[src/hdl/hsl2rgb_pkg.sv]
// Shared types and constants for the HSL to RGB pixel converter.
// No dependencies; used by every module under hdl.
package hsl2rgb_pkg;

  localparam int unsigned HueW   = 15;
  localparam int unsigned UnitW  = 9;
  localparam int unsigned ChanW  = 8;
  localparam int unsigned ChromaW = 17;
  localparam int unsigned WeightW = 12;
  localparam int unsigned TermW  = 29;

  localparam logic [HueW-1:0]    HueFull   = 15'd23040;
  localparam logic [HueW-1:0]    HueSector = 15'd3840;
  localparam logic [UnitW-1:0]   Unit      = 9'd256;
  localparam logic [TermW-1:0]   LightGain = 29'd983040;
  localparam logic [TermW-1:0]   HalfSect  = 29'd1920;
  localparam logic [TermW-1:0]   SectGain  = 29'd3840;
  localparam logic [TermW:0]     ScaleD    = 30'd251658240;

  typedef enum logic [2:0] {
    SEC_CX0 = 3'd0,
    SEC_XC0 = 3'd1,
    SEC_0CX = 3'd2,
    SEC_0XC = 3'd3,
    SEC_X0C = 3'd4,
    SEC_C0X = 3'd5
  } sector_e;

  typedef struct packed {
    logic [ChromaW-1:0] chroma;
    logic [UnitW-1:0]   light;
    logic [WeightW-1:0] weight;
    sector_e            sector;
  } prep_t;

  typedef struct packed {
    logic [TermW-1:0] cd;
    logic [TermW-1:0] xd;
    logic [TermW-1:0] md;
    sector_e          sector;
  } terms_t;

endpackage

[src/hdl/hsl2rgb_prep.sv]
// Stages one and two: input limiting, hue sector and weight, chroma product.
// Depends on hsl2rgb_pkg.
module hsl2rgb_prep (
  input  logic                            clk_i,
  input  logic                            rst_ni,
  input  logic                            in_valid_i,
  output logic                            in_ready_o,
  input  logic [hsl2rgb_pkg::HueW-1:0]    hue_i,
  input  logic [hsl2rgb_pkg::UnitW-1:0]   sat_i,
  input  logic [hsl2rgb_pkg::UnitW-1:0]   light_i,
  output logic                            out_valid_o,
  input  logic                            out_ready_i,
  output hsl2rgb_pkg::prep_t              out_o
);

  logic                             v1_q, v2_q, adv1, adv2;
  logic [hsl2rgb_pkg::HueW-1:0]     h_w;
  logic [12:0]                      h_m;
  logic [11:0]                      tri_w;
  logic [hsl2rgb_pkg::UnitW-1:0]    s_c, l_c, cf;
  logic [hsl2rgb_pkg::UnitW:0]      l2, spread;
  hsl2rgb_pkg::sector_e             sec;
  logic [hsl2rgb_pkg::UnitW-1:0]    cf_q, s_q, l1_q;
  logic [hsl2rgb_pkg::WeightW-1:0]  wt_d, wt1_q;
  hsl2rgb_pkg::sector_e             sec1_q;
  hsl2rgb_pkg::prep_t               p2_d, p2_q;
  logic [17:0]                      prod;

  assign adv2       = !v2_q || out_ready_i;
  assign adv1       = !v1_q || adv2;
  assign in_ready_o = adv1;

  always_comb begin
    h_w = (hue_i >= hsl2rgb_pkg::HueFull) ? hue_i - hsl2rgb_pkg::HueFull : hue_i;
    s_c = (sat_i > hsl2rgb_pkg::Unit) ? hsl2rgb_pkg::Unit : sat_i;
    l_c = (light_i > hsl2rgb_pkg::Unit) ? hsl2rgb_pkg::Unit : light_i;
    l2  = {l_c, 1'b0};
    spread = (l2 >= 10'(hsl2rgb_pkg::Unit)) ? l2 - 10'(hsl2rgb_pkg::Unit)
                                           : 10'(hsl2rgb_pkg::Unit) - l2;
    cf  = hsl2rgb_pkg::Unit - spread[8:0];
    if (h_w >= 15'd15360) begin
      h_m = 13'(h_w - 15'd15360);
    end else if (h_w >= 15'd7680) begin
      h_m = 13'(h_w - 15'd7680);
    end else begin
      h_m = h_w[12:0];
    end
    tri_w = (h_m >= 13'(hsl2rgb_pkg::HueSector)) ? 12'(h_m - 13'(hsl2rgb_pkg::HueSector))
                                                 : 12'(13'(hsl2rgb_pkg::HueSector) - h_m);
    wt_d = 12'(hsl2rgb_pkg::HueSector) - tri_w;
    if (h_w >= 15'd19200) begin
      sec = hsl2rgb_pkg::SEC_C0X;
    end else if (h_w >= 15'd15360) begin
      sec = hsl2rgb_pkg::SEC_X0C;
    end else if (h_w >= 15'd11520) begin
      sec = hsl2rgb_pkg::SEC_0XC;
    end else if (h_w >= 15'd7680) begin
      sec = hsl2rgb_pkg::SEC_0CX;
    end else if (h_w >= hsl2rgb_pkg::HueSector) begin
      sec = hsl2rgb_pkg::SEC_XC0;
    end else begin
      sec = hsl2rgb_pkg::SEC_CX0;
    end
  end

  always_ff @(posedge clk_i) begin
    if (adv1 && in_valid_i) begin
      cf_q   <= cf;
      s_q    <= s_c;
      l1_q   <= l_c;
      wt1_q  <= wt_d;
      sec1_q <= sec;
    end
  end

  assign prod = 18'(cf_q) * 18'(s_q);

  always_comb begin
    p2_d.chroma = prod[hsl2rgb_pkg::ChromaW-1:0];
    p2_d.light  = l1_q;
    p2_d.weight = wt1_q;
    p2_d.sector = sec1_q;
  end

  always_ff @(posedge clk_i) begin
    if (adv2 && v1_q) begin
      p2_q <= p2_d;
    end
  end

  always_ff @(posedge clk_i or negedge rst_ni) begin
    if (!rst_ni) begin
      v1_q <= 1'b0;
      v2_q <= 1'b0;
    end else begin
      if (adv1) v1_q <= in_valid_i;
      if (adv2) v2_q <= v1_q;
    end
  end

  assign out_valid_o = v2_q;
  assign out_o       = p2_q;

  a_chroma_range: assert property (@(posedge clk_i) disable iff (!rst_ni)
    v2_q |-> p2_q.chroma <= 17'd65536)
    else $error("chroma above full scale");

endmodule

[src/hdl/hsl2rgb_terms.sv]
// Stage three: chroma, secondary and offset terms on the common scale.
// Depends on hsl2rgb_pkg.
module hsl2rgb_terms (
  input  logic                 clk_i,
  input  logic                 rst_ni,
  input  logic                 in_valid_i,
  output logic                 in_ready_o,
  input  hsl2rgb_pkg::prep_t   in_i,
  output logic                 out_valid_o,
  input  logic                 out_ready_i,
  output hsl2rgb_pkg::terms_t  out_o
);

  logic                 v_q, adv;
  hsl2rgb_pkg::terms_t  t_d, t_q;
  logic [hsl2rgb_pkg::TermW-1:0] chroma_w;

  assign adv        = !v_q || out_ready_i;
  assign in_ready_o = adv;
  assign chroma_w   = hsl2rgb_pkg::TermW'(in_i.chroma);

  always_comb begin
    t_d.cd     = chroma_w * hsl2rgb_pkg::SectGain;
    t_d.xd     = chroma_w * hsl2rgb_pkg::TermW'(in_i.weight);
    t_d.md     = hsl2rgb_pkg::TermW'(in_i.light) * hsl2rgb_pkg::LightGain
               - chroma_w * hsl2rgb_pkg::HalfSect;
    t_d.sector = in_i.sector;
  end

  always_ff @(posedge clk_i) begin
    if (adv && in_valid_i) begin
      t_q <= t_d;
    end
  end

  always_ff @(posedge clk_i or negedge rst_ni) begin
    if (!rst_ni) begin
      v_q <= 1'b0;
    end else if (adv) begin
      v_q <= in_valid_i;
    end
  end

  assign out_valid_o = v_q;
  assign out_o       = t_q;

  a_peak_in_range: assert property (@(posedge clk_i) disable iff (!rst_ni)
    v_q |-> ({1'b0, t_q.cd} + {1'b0, t_q.md}) <= hsl2rgb_pkg::ScaleD)
    else $error("chroma plus offset above full scale");

  a_x_below_c: assert property (@(posedge clk_i) disable iff (!rst_ni)
    v_q |-> t_q.xd <= t_q.cd)
    else $error("secondary term above chroma");

endmodule

[src/hdl/hsl2rgb_mix.sv]
// Stages four and five: sector routing, offset add, scale to 8 bits, output register.
// Depends on hsl2rgb_pkg.
module hsl2rgb_mix (
  input  logic                               clk_i,
  input  logic                               rst_ni,
  input  logic                               in_valid_i,
  output logic                               in_ready_o,
  input  hsl2rgb_pkg::terms_t                in_i,
  output logic                               out_valid_o,
  input  logic                               out_ready_i,
  output logic [hsl2rgb_pkg::ChanW-1:0]      red_o,
  output logic [hsl2rgb_pkg::ChanW-1:0]      green_o,
  output logic [hsl2rgb_pkg::ChanW-1:0]      blue_o
);

  localparam int unsigned W = hsl2rgb_pkg::TermW;

  logic           v4_q, v5_q, adv4, adv5;
  logic [W-1:0]   vr, vg, vb;
  logic [W-1:0]   r_q, g_q, b_q;
  logic [hsl2rgb_pkg::ChanW-1:0] r_d, g_d, b_d;
  logic [hsl2rgb_pkg::ChanW-1:0] r5_q, g5_q, b5_q;

  function automatic logic [hsl2rgb_pkg::ChanW-1:0] scale8(input logic [W-1:0] sum);
    logic [W+3:0] p;
    logic [W+3-24:0] q;
    p = {sum, 4'b0} + (W+4)'(sum);
    q = p[W+3:24];
    return (q > (W+4-24)'(255)) ? 8'd255 : q[7:0];
  endfunction

  assign adv5       = !v5_q || out_ready_i;
  assign adv4       = !v4_q || adv5;
  assign in_ready_o = adv4;

  always_comb begin
    unique case (in_i.sector)
      hsl2rgb_pkg::SEC_CX0: begin vr = in_i.cd; vg = in_i.xd; vb = '0;      end
      hsl2rgb_pkg::SEC_XC0: begin vr = in_i.xd; vg = in_i.cd; vb = '0;      end
      hsl2rgb_pkg::SEC_0CX: begin vr = '0;      vg = in_i.cd; vb = in_i.xd; end
      hsl2rgb_pkg::SEC_0XC: begin vr = '0;      vg = in_i.xd; vb = in_i.cd; end
      hsl2rgb_pkg::SEC_X0C: begin vr = in_i.xd; vg = '0;      vb = in_i.cd; end
      default:              begin vr = in_i.cd; vg = '0;      vb = in_i.xd; end
    endcase
  end

  always_ff @(posedge clk_i) begin
    if (adv4 && in_valid_i) begin
      r_q <= vr + in_i.md;
      g_q <= vg + in_i.md;
      b_q <= vb + in_i.md;
    end
  end

  always_comb begin
    r_d = scale8(r_q);
    g_d = scale8(g_q);
    b_d = scale8(b_q);
  end

  always_ff @(posedge clk_i) begin
    if (adv5 && v4_q) begin
      r5_q <= r_d;
      g5_q <= g_d;
      b5_q <= b_d;
    end
  end

  always_ff @(posedge clk_i or negedge rst_ni) begin
    if (!rst_ni) begin
      v4_q <= 1'b0;
      v5_q <= 1'b0;
    end else begin
      if (adv4) v4_q <= in_valid_i;
      if (adv5) v5_q <= v4_q;
    end
  end

  assign out_valid_o = v5_q;
  assign red_o       = r5_q;
  assign green_o     = g5_q;
  assign blue_o      = b5_q;

  a_sum_in_range: assert property (@(posedge clk_i) disable iff (!rst_ni)
    v4_q |-> ({1'b0, r_q} <= hsl2rgb_pkg::ScaleD) && ({1'b0, g_q} <= hsl2rgb_pkg::ScaleD)
          && ({1'b0, b_q} <= hsl2rgb_pkg::ScaleD))
    else $error("channel sum above full scale");

endmodule

[src/hdl/hsl_to_rgb_converter_top.sv]
// Top level of the HSL to RGB pixel converter: five-stage pipeline.
// Depends on hsl2rgb_pkg, hsl2rgb_prep, hsl2rgb_terms, hsl2rgb_mix.
//
//   channel   direction  handshake                    tdata (low bit up)
//   s_axis    in         s_axis_tvalid/s_axis_tready  hue[14:0] sat[23:15] light[32:24]
//   m_axis    out        m_axis_tvalid/m_axis_tready  red[7:0] green[15:8] blue[23:16]
//
// One beat per cycle sustained while m_axis_tready is high.
// Stages: limit and sector, 9x9 chroma multiply, 17x12 secondary multiply,
// offset add, scale by 17/2^24 into the output register.
// Reset clears the stage valid bits only. A stall on m_axis holds the full stages at the
// output end; an empty stage still fills, so s_axis stays ready until all five stages hold beats.
module hsl_to_rgb_converter_top (
  input  logic        clk_i,
  input  logic        rst_ni,
  input  logic        s_axis_tvalid,
  output logic        s_axis_tready,
  input  logic [39:0] s_axis_tdata,   // hue[14:0], saturation[23:15], lightness[32:24]
  output logic        m_axis_tvalid,
  input  logic        m_axis_tready,
  output logic [23:0] m_axis_tdata    // red[7:0], green[15:8], blue[23:16]
);

  logic                p_valid, p_ready, t_valid, t_ready;
  hsl2rgb_pkg::prep_t  p_data;
  hsl2rgb_pkg::terms_t t_data;
  logic [7:0]          red, green, blue;

  hsl2rgb_prep u_prep (
    .clk_i       (clk_i),
    .rst_ni      (rst_ni),
    .in_valid_i  (s_axis_tvalid),
    .in_ready_o  (s_axis_tready),
    .hue_i       (s_axis_tdata[14:0]),
    .sat_i       (s_axis_tdata[23:15]),
    .light_i     (s_axis_tdata[32:24]),
    .out_valid_o (p_valid),
    .out_ready_i (p_ready),
    .out_o       (p_data)
  );

  hsl2rgb_terms u_terms (
    .clk_i       (clk_i),
    .rst_ni      (rst_ni),
    .in_valid_i  (p_valid),
    .in_ready_o  (p_ready),
    .in_i        (p_data),
    .out_valid_o (t_valid),
    .out_ready_i (t_ready),
    .out_o       (t_data)
  );

  hsl2rgb_mix u_mix (
    .clk_i       (clk_i),
    .rst_ni      (rst_ni),
    .in_valid_i  (t_valid),
    .in_ready_o  (t_ready),
    .in_i        (t_data),
    .out_valid_o (m_axis_tvalid),
    .out_ready_i (m_axis_tready),
    .red_o       (red),
    .green_o     (green),
    .blue_o      (blue)
  );

  assign m_axis_tdata = {blue, green, red};

  a_stall_only_when_full: assert property (@(posedge clk_i) disable iff (!rst_ni)
    !s_axis_tready |-> m_axis_tvalid && !m_axis_tready && t_valid && p_valid)
    else $error("input stalled with room in the pipeline");

endmodule

[config.mk]
export PLATFORM = sky130hd
export DESIGN_NAME = hsl_to_rgb_converter_top
export DESIGN_NICKNAME = d
export VERILOG_FILES = /design/src/hdl/hsl2rgb_pkg.sv /design/src/hdl/hsl2rgb_prep.sv /design/src/hdl/hsl2rgb_terms.sv /design/src/hdl/hsl2rgb_mix.sv /design/src/hdl/hsl_to_rgb_converter_top.sv
export SDC_FILE = /design/constraint.sdc
export NUM_CORES = 1
export LEC_CHECK = 0
export ABC_AREA = 0
export BUFFER_PORTS_ARGS = -buffer_cell sky130_fd_sc_hd__buf_2
export CORE_MARGIN = 3
export CORE_UTILIZATION = 30
export DETAILED_ROUTE_END_ITERATION = 6
export PLACE_DENSITY_LB_ADDON = 0.2
export SLEW_MARGIN = 20
export SYNTH_ARGS = -nofsm -noshare
export SYNTH_HDL_FRONTEND = slang
export SYNTH_HIERARCHICAL = 1
export SYNTH_SLANG_ARGS = --single-unit
export TNS_END_PERCENT = 30
[constraint.sdc]
create_clock -name clk_i -period 5.3 [get_ports clk_i]
set_input_delay 0.53 -clock clk_i [delete_from_list [all_inputs] [get_ports clk_i]]
set_output_delay 0.53 -clock clk_i [all_outputs]
set_load 0.005 [all_outputs]
==> run metrics, run 1 <==
ratio of cells with drive above 1 in the final layout=approximately an eighth; Max stage delay on crit path=between 500 and 600 ps; Placed Area=0.0327 mm^2; Synth Area in Adders=just under 30%; core area=~0.1 mm^2; Crit path top cell by count=fa_1; vias in the first global route=22.5k; Starting DRT DRC Count=about 1k; Final Non-Filler Cells=between 4k and 5k; slowest stage cell on the critical path=fa_1; Max Cap Viol=0; CTS sink cnt=270; final-report setup violation count=0; Synth Area in Compound Gates=15.5%; Rows=~120; CTS HTree Levels=2; Mapped Area=0.0299 mm^2; Final Critical Period=approximately 5300 ps; yosys warns=6; DR vias/cell=4.77; Die X=321 um; Simple-Gate Fraction of Synth Area=between 10% and 20%; fin nets=about 4k; Die Y=around 320 um; CP Class=flip-flop to flip-flop; total routing usage reported by global routing=between 10% and 20%; mean post-synth cell area=approximately 9.5 um^2; Vias=approximately 22k; Period Utilization, post-route=between 90% and 100%; final instance area=approximately 0.034 mm^2; Slew Limit Fails=0; Post-synth EDFFs=roughly 270; first-pass GRT wire length=between 100000 and 150000 um; Worst slew margin=a little under a third; CTS clk-pin slew, worst paths=approximately 50 ps; post-route antenna net violation count=0; Setup crit end kind=flip-flop; asr flop ratio synth=under 10%; outcome=complete, no violations; # IOs=70; largest net degree at the start of global routing=63; port buffer count=62; setup slack after placement=-202 ps; cells on worst reg2reg path=17; #FFs+latches synth=270; crit path max fanout=6; Setup crit start kind=flip-flop; post-DP HPWL=about 60000 um; Final TNS setup=0 ps; Mapped Cells=3151; sequential share of the synthesized area=between 20% and 30%; Netlist cell types=98; RSZ-0062 raised after global routing=true; Die ar.=a little over 0.1 mm^2; Post-Route WL=approximately 73000 um; Top FF cell, synth=edfxtp_1; Pre-antenna DRT Iters=5; Worst R2R Start=u_prep/out_o[27]; total grt overflow=0; Clock Latency Late Sink=about 560 ps; Peak Freq=0.190 GHz; worst min path class=primary input to flip-flop; Final WS setup=38.0 ps; Starting Density=30.3%; Root Driver=clkbuf_16; placed instance count=around 4.6k; main combinational cell family by area after synthesis=adder cells; WL/cell=approximately 16 um; P&R area growth vs syn=15.5%; Synth Area in XOR/XNOR=around 6.2%; CP Cell Sequence=buf_6 > buf_6 > and2_1 > fa_1 > fa_1 > fa_1 > fa_1 > inv_1 > fa_1 > inv_1 > ha_4 > o21a_1 > a221o_1 > a221o_1 > a21oi_4 > o21ai_1 > xor2_1; initial antenna violation count=1; r2r setup slk=between 30 and 40 ps; CTS tree=yes; ant diodes=0; total CTS buffers=35; routability congestion estimate=0.826; Setup crit start=u_prep/out_o[27]; CP arrival=between 5000 and 6000 ps; final hold violations=0; clock buffer depth=3; CP Data Required Time=about 5600 ps; post-route clock skew=17.0 ps; crit path to=u_terms/out_o[55]; Worst R2R End=u_terms/out_o[55]; multiplexer share of the synthesized area=less than 1%; # DRC=0; Worst-Margin Slew=1030 ps
cell families after synthesis:
| kind of cell | after synthesis |
|---|---|
| AO/OA/AOI/OAI | 691 |
| XOR/XNOR | 208 |
| adder cells (fa/ha/maj) | 560 |
| buffers and inverters | 485 |
| flip-flops | 270 |
| multiplexers | 5 |
| other | 2 |
| AND/OR/NAND/NOR | 930 |
area by class of cell:
class                      instances  area [um^2]
fill                           10040        64100
multi-input combinational       2410        20300
sequential                       270         8080
timing repair buffer             279         2000
tap                             1287         1610
inverter                         364         1370
clock buffer                      40          895
clock inverter                    18          229
how the worst min path moves through the flow:
stage	from	end	slack, ps	depth (start not counted)
finish	s_axis_tvalid	u_prep/v1_q	180	2
global placement	rst_ni	u_mix/out_valid_o	350	1
CTS	s_axis_tvalid	u_prep/v1_q	130	2
global route	s_axis_tvalid	u_prep/v1_q	140	2
detailed placement	rst_ni	u_mix/out_valid_o	350	1
floorplan	rst_ni	u_mix/out_valid_o	230	0
stage by stage:
stage,utilization (%),hold WS (ps)
finish,35.0,178
global route,35.0,141
CTS,34.7,128
detailed placement,33.2,349
global placement,33.2,354
floorplan,-,234
metal layers:
metal / wire length [um] / track usage, %
met2: 33900 / 23.8
met4: 1800 / 3.63
met1: 35300 / 19.4
met3: 1970 / 1.45
met5: 0 / 0
synthesized netlist by cell type, types with 6 or more instances:
master,count,area share [%]
nor4_1,11,0.23
o211ai_1,22,0.55
nor2b_1,38,0.80
buf_2,7,0.12
a21oi_1,196,3.3
nor3_1,34,0.57
nand4_1,23,0.48
edfxtp_1,265,27
fa_1,241,16
and4_1,7,0.21
or2_2,6,0.13
nor2_1,131,1.6
ha_1,319,13
xnor2_1,137,4.0
o31ai_1,9,0.23
a22o_1,29,0.85
o21ai_0,119,2.0
a2111oi_0,7,0.21
a211oi_1,20,0.50
and2_1,131,2.7
inv_1,364,4.6
a221o_1,6,0.20
a31oi_1,19,0.40
or3_1,7,0.15
a211o_1,11,0.32
buf_4,19,0.48
nand2_1,402,5.1
o31a_1,11,0.32
nand3b_1,10,0.25
o21a_1,27,0.68
a21o_1,116,2.9
clkbuf_1,88,1.1
a31o_2,6,0.18
o21ai_1,13,0.22
xor2_1,70,2.1
o2111ai_1,9,0.26
nand3_1,48,0.80
o21bai_1,15,0.38
nand2b_1,25,0.52
and3_1,30,0.63
worst max-delay path, delay by kind of cell (launching register included):
kind,cells,cell delay [ps]
AOI/OAI and AO/OA,5,1200
xor gates and xnor gates,1,150
adders and majority gates,6,2640
buffers and inverters,4,400
DFF,1,460
and+or+nand+nor,1,170
timing repair:
action                                  CTS  global route
gates resized for setup                  39            50
endpoints found under the setup margin    8            16
hold endpoints to repair                  5             0
buffers inserted                         20            12
pin swaps                                28            30
hold buffers                              1             0
flip-flops by register name (all words and copies together), names as in the netlist:
register and count:
u_prep/cf_q 7, u_prep/s_q 9, u_prep/v1_q 1, u_mix/v4_q 1, u_prep/out_o 40, u_mix/green_o 8
u_prep/out_valid_o 1, u_prep/sec1_q 3, u_mix/r_q 29, u_prep/l1_q 9, u_mix/blue_o 8, u_mix/out_valid_o 1
u_prep/wt1_q 12, u_terms/out_o 74, u_mix/b_q 29, u_mix/red_o 8, u_mix/g_q 29, u_terms/out_valid_o 1
cell usage in the layout, fill, tap and decap left out, drive strengths merged, types with 132 or more instances in the layout:
cell and n:
a21oi 196, buf 277, edfxtp 265, fa 241
ha 319, inv 365, nand2 402, o21ai 132
xnor2 138
Power of run 1 is left out: the tool's default activity adds up to more than one toggle a clock period on the data nets, which glitch-free logic cannot reach.
==> run 2: changes to the inputs <==
--- a/config.mk
+++ b/config.mk
@@ -9,8 +9,10 @@
 export BUFFER_PORTS_ARGS = -buffer_cell sky130_fd_sc_hd__buf_2
 export CORE_MARGIN = 3
 export CORE_UTILIZATION = 30
+export CTS_BUF_LIST = sky130_fd_sc_hd__clkbuf_4 sky130_fd_sc_hd__clkbuf_8
 export DETAILED_ROUTE_END_ITERATION = 6
 export PLACE_DENSITY_LB_ADDON = 0.2
+export RECOVER_POWER = 50
 export SLEW_MARGIN = 20
 export SYNTH_ARGS = -nofsm -noshare
 export SYNTH_HDL_FRONTEND = slang
==> run 2 against run 1 <==
The flow now finishes with violations (max-capacitance violations, max-slew violations, negative setup slack). Fmax down 0.87%. Cell count rose by 0.62%. Via count is 0.21% higher. Register-to-register slack got worse by 50 ps.
==> run metrics, run 2 (same netlist as run 1, synthesis figures left out) <==
Slew Limit Fails=172 (+172); Post-Route WL=73200 um (+0.34%); Die Y=321 um (unchanged); Rows=115 (unchanged); vias in the first global route=22.7k (+0.72%); Die ar.=0.103 mm^2 (unchanged); final hold violations=0 (unchanged); Worst-Margin Slew=4050 ps (+3010 ps); met3 Track Usage GR=1.65% (+0.19 points); met1 GRT Util=19.3% (-0.070 points); worst min path class=primary input to flip-flop; WHS Endpoint=u_prep/s_q[7]; RSZ-0062 raised after global routing=true; CP arrival=5820 ps (+270 ps); Clock Latency Late Sink=680 ps (+120 ps); port buffer count=62 (unchanged); Die X=321 um (unchanged); routability congestion estimate=0.826 (unchanged); cells on worst reg2reg path=18 (+1); total routing usage reported by global routing=14.2% (+0.065 points); Period Utilization, post-route=100% (+0.87 points); Worst R2R End=u_terms/out_o[58]; total CTS buffers=51 (+46%); final instance area=0.0344 mm^2 (-0.25%); Root Driver=clkbuf_8; most common cell after layout, fill and taps aside=nand2_1; r2r setup slk=-8 ps (-50 ps); ant diodes=0 (unchanged); Starting DRT DRC Count=937 (-6.5%); met2 Track Usage GR=23.8% (+0.067 points); initial antenna violation count=2 (+1); GR peak layer=met2; outcome=finished, violations left; CP Data Required Time=5810 ps (+220 ps); Worst slew margin=-170% (-200 points); # DRC=0 (unchanged); Largest register FFs=74 (unchanged); core area=0.0986 mm^2 (unchanged); Pre-antenna DRT Iters=5 (unchanged); failing checks=max-capacitance violations, max-slew violations, negative setup slack; Hold Startpoint=s_axis_tdata[22]; DR vias/cell=4.75 (-0.41%); CTS sink cnt=270 (unchanged); Starting Density=30.3% (unchanged); Final WS setup=-7.98 ps (-46.0 ps); CTS clk-pin slew, worst paths=60 ps (about the same); CP Class=flip-flop to flip-flop; Setup crit start kind=flip-flop; # IOs=70 (unchanged); Final TNS setup=-7.98 ps (-7.98 ps); Hold Path Depth=2 (unchanged); ratio of cells with drive above 1 in the final layout=13.2% (+0.18 points); Peak Freq=0.188 GHz (-0.87%); total grt overflow=0 (unchanged); Worst R2R Start=u_prep/out_o[30]; Setup crit end kind=flip-flop; fin nets=3975 (+0.28%); Vias=22.3k (+0.21%); most frequent cells in the layout=nand2_1 (399), inv_1 (354), ha_1 (309); clock buffer depth=3 (unchanged); Placed Area=0.0327 mm^2 (unchanged); CTS tree=yes; final-report setup violation count=1 (+1); first-pass GRT wire length=119000 um (+0.43%); P&R area growth vs syn=15.3%; largest net degree at the start of global routing=63 (unchanged); Max Cap Viol=4 (+4); crit path max fanout=5 (-1); Final Critical Period=5310 ps (+46.0 ps); post-route antenna net violation count=0 (unchanged); post-DP HPWL=59800 um (unchanged); post-route clock skew=36.0 ps (+18.9 ps); Fill cells=10.1k (+0.78%); WL/cell=15.6 um (-0.28%); CTS HTree Levels=2 (unchanged)
[run 2: layout make-up]
cell class              count  area (um^2)  share of cell area, %
multi-input cells        2410        20300                   58.9
flip-flops and latches    270         8080                   23.5
repair buffers            274         1910                   5.54
well taps                1287         1610                   4.68
inverters                 364         1380                   4.00
clock buffers              71          883                   2.57
clock inverters            21          292                  0.847
[run 2: per-layer routing]
layer	wire, um	share of wire, %
met1	35200	48
met2	34100	47
met3	2070	2.8
met4	1780	2.4
met5	13	0.018
[run 2: repair_timing]
action,in CTS,in global routing
endpoints found under the hold margin,6,0
resized for setup,39,46
setup buffers,15,11
hold buffers,2,0
setup endpoints to repair,6,17
pin swaps,26,15
cloned,0,0
[run 2: worst max path at each step]
stage	start	cells after the start	slack, ps	endpoint
after floorplan	u_prep/out_o[9]	19	-10	u_terms/out_o[55]
after global placement	u_prep/out_o[32]	17	-190	u_terms/out_o[59]
after detailed placement	u_prep/out_o[32]	17	-200	u_terms/out_o[59]
after CTS	u_prep/out_o[8]	19	-30	u_terms/out_o[58]
after global routing	u_prep/out_o[28]	18	-220	u_terms/out_o[58]
final	u_prep/out_o[30]	18	-8	u_terms/out_o[58]
[run 2: critical path, stage by stage, from the launching register on]
cell and delay, ps:
edfxtp_1 490, buf_6 180, and2_4 150, fa_1 490, fa_1 510, fa_1 530
fa_1 530, inv_2 40, fa_1 510, inv_2 50, ha_4 210, a21o_1 160
o21bai_4 170, a221o_1 330, a21oi_2 100, buf_4 140, o21ai_4 70, a2111o_1 430
o2111ai_2 80
[run 2: through the flow]
step / hold WS [ps] / cells / util [%] / worst slack, ps
floorplan: 234 / 3165 / - / -13.8
global placement: 354 / 4577 / 33.2 / -190
detailed placement: 349 / 4577 / 33.2 / -202
CTS: 75.5 / 4686 / 34.7 / -28.1
global route: 114 / 4697 / 34.9 / -215
finish: 153 / 4697 / 34.9 / -7.98
Power of run 2 is left out for the same reason.
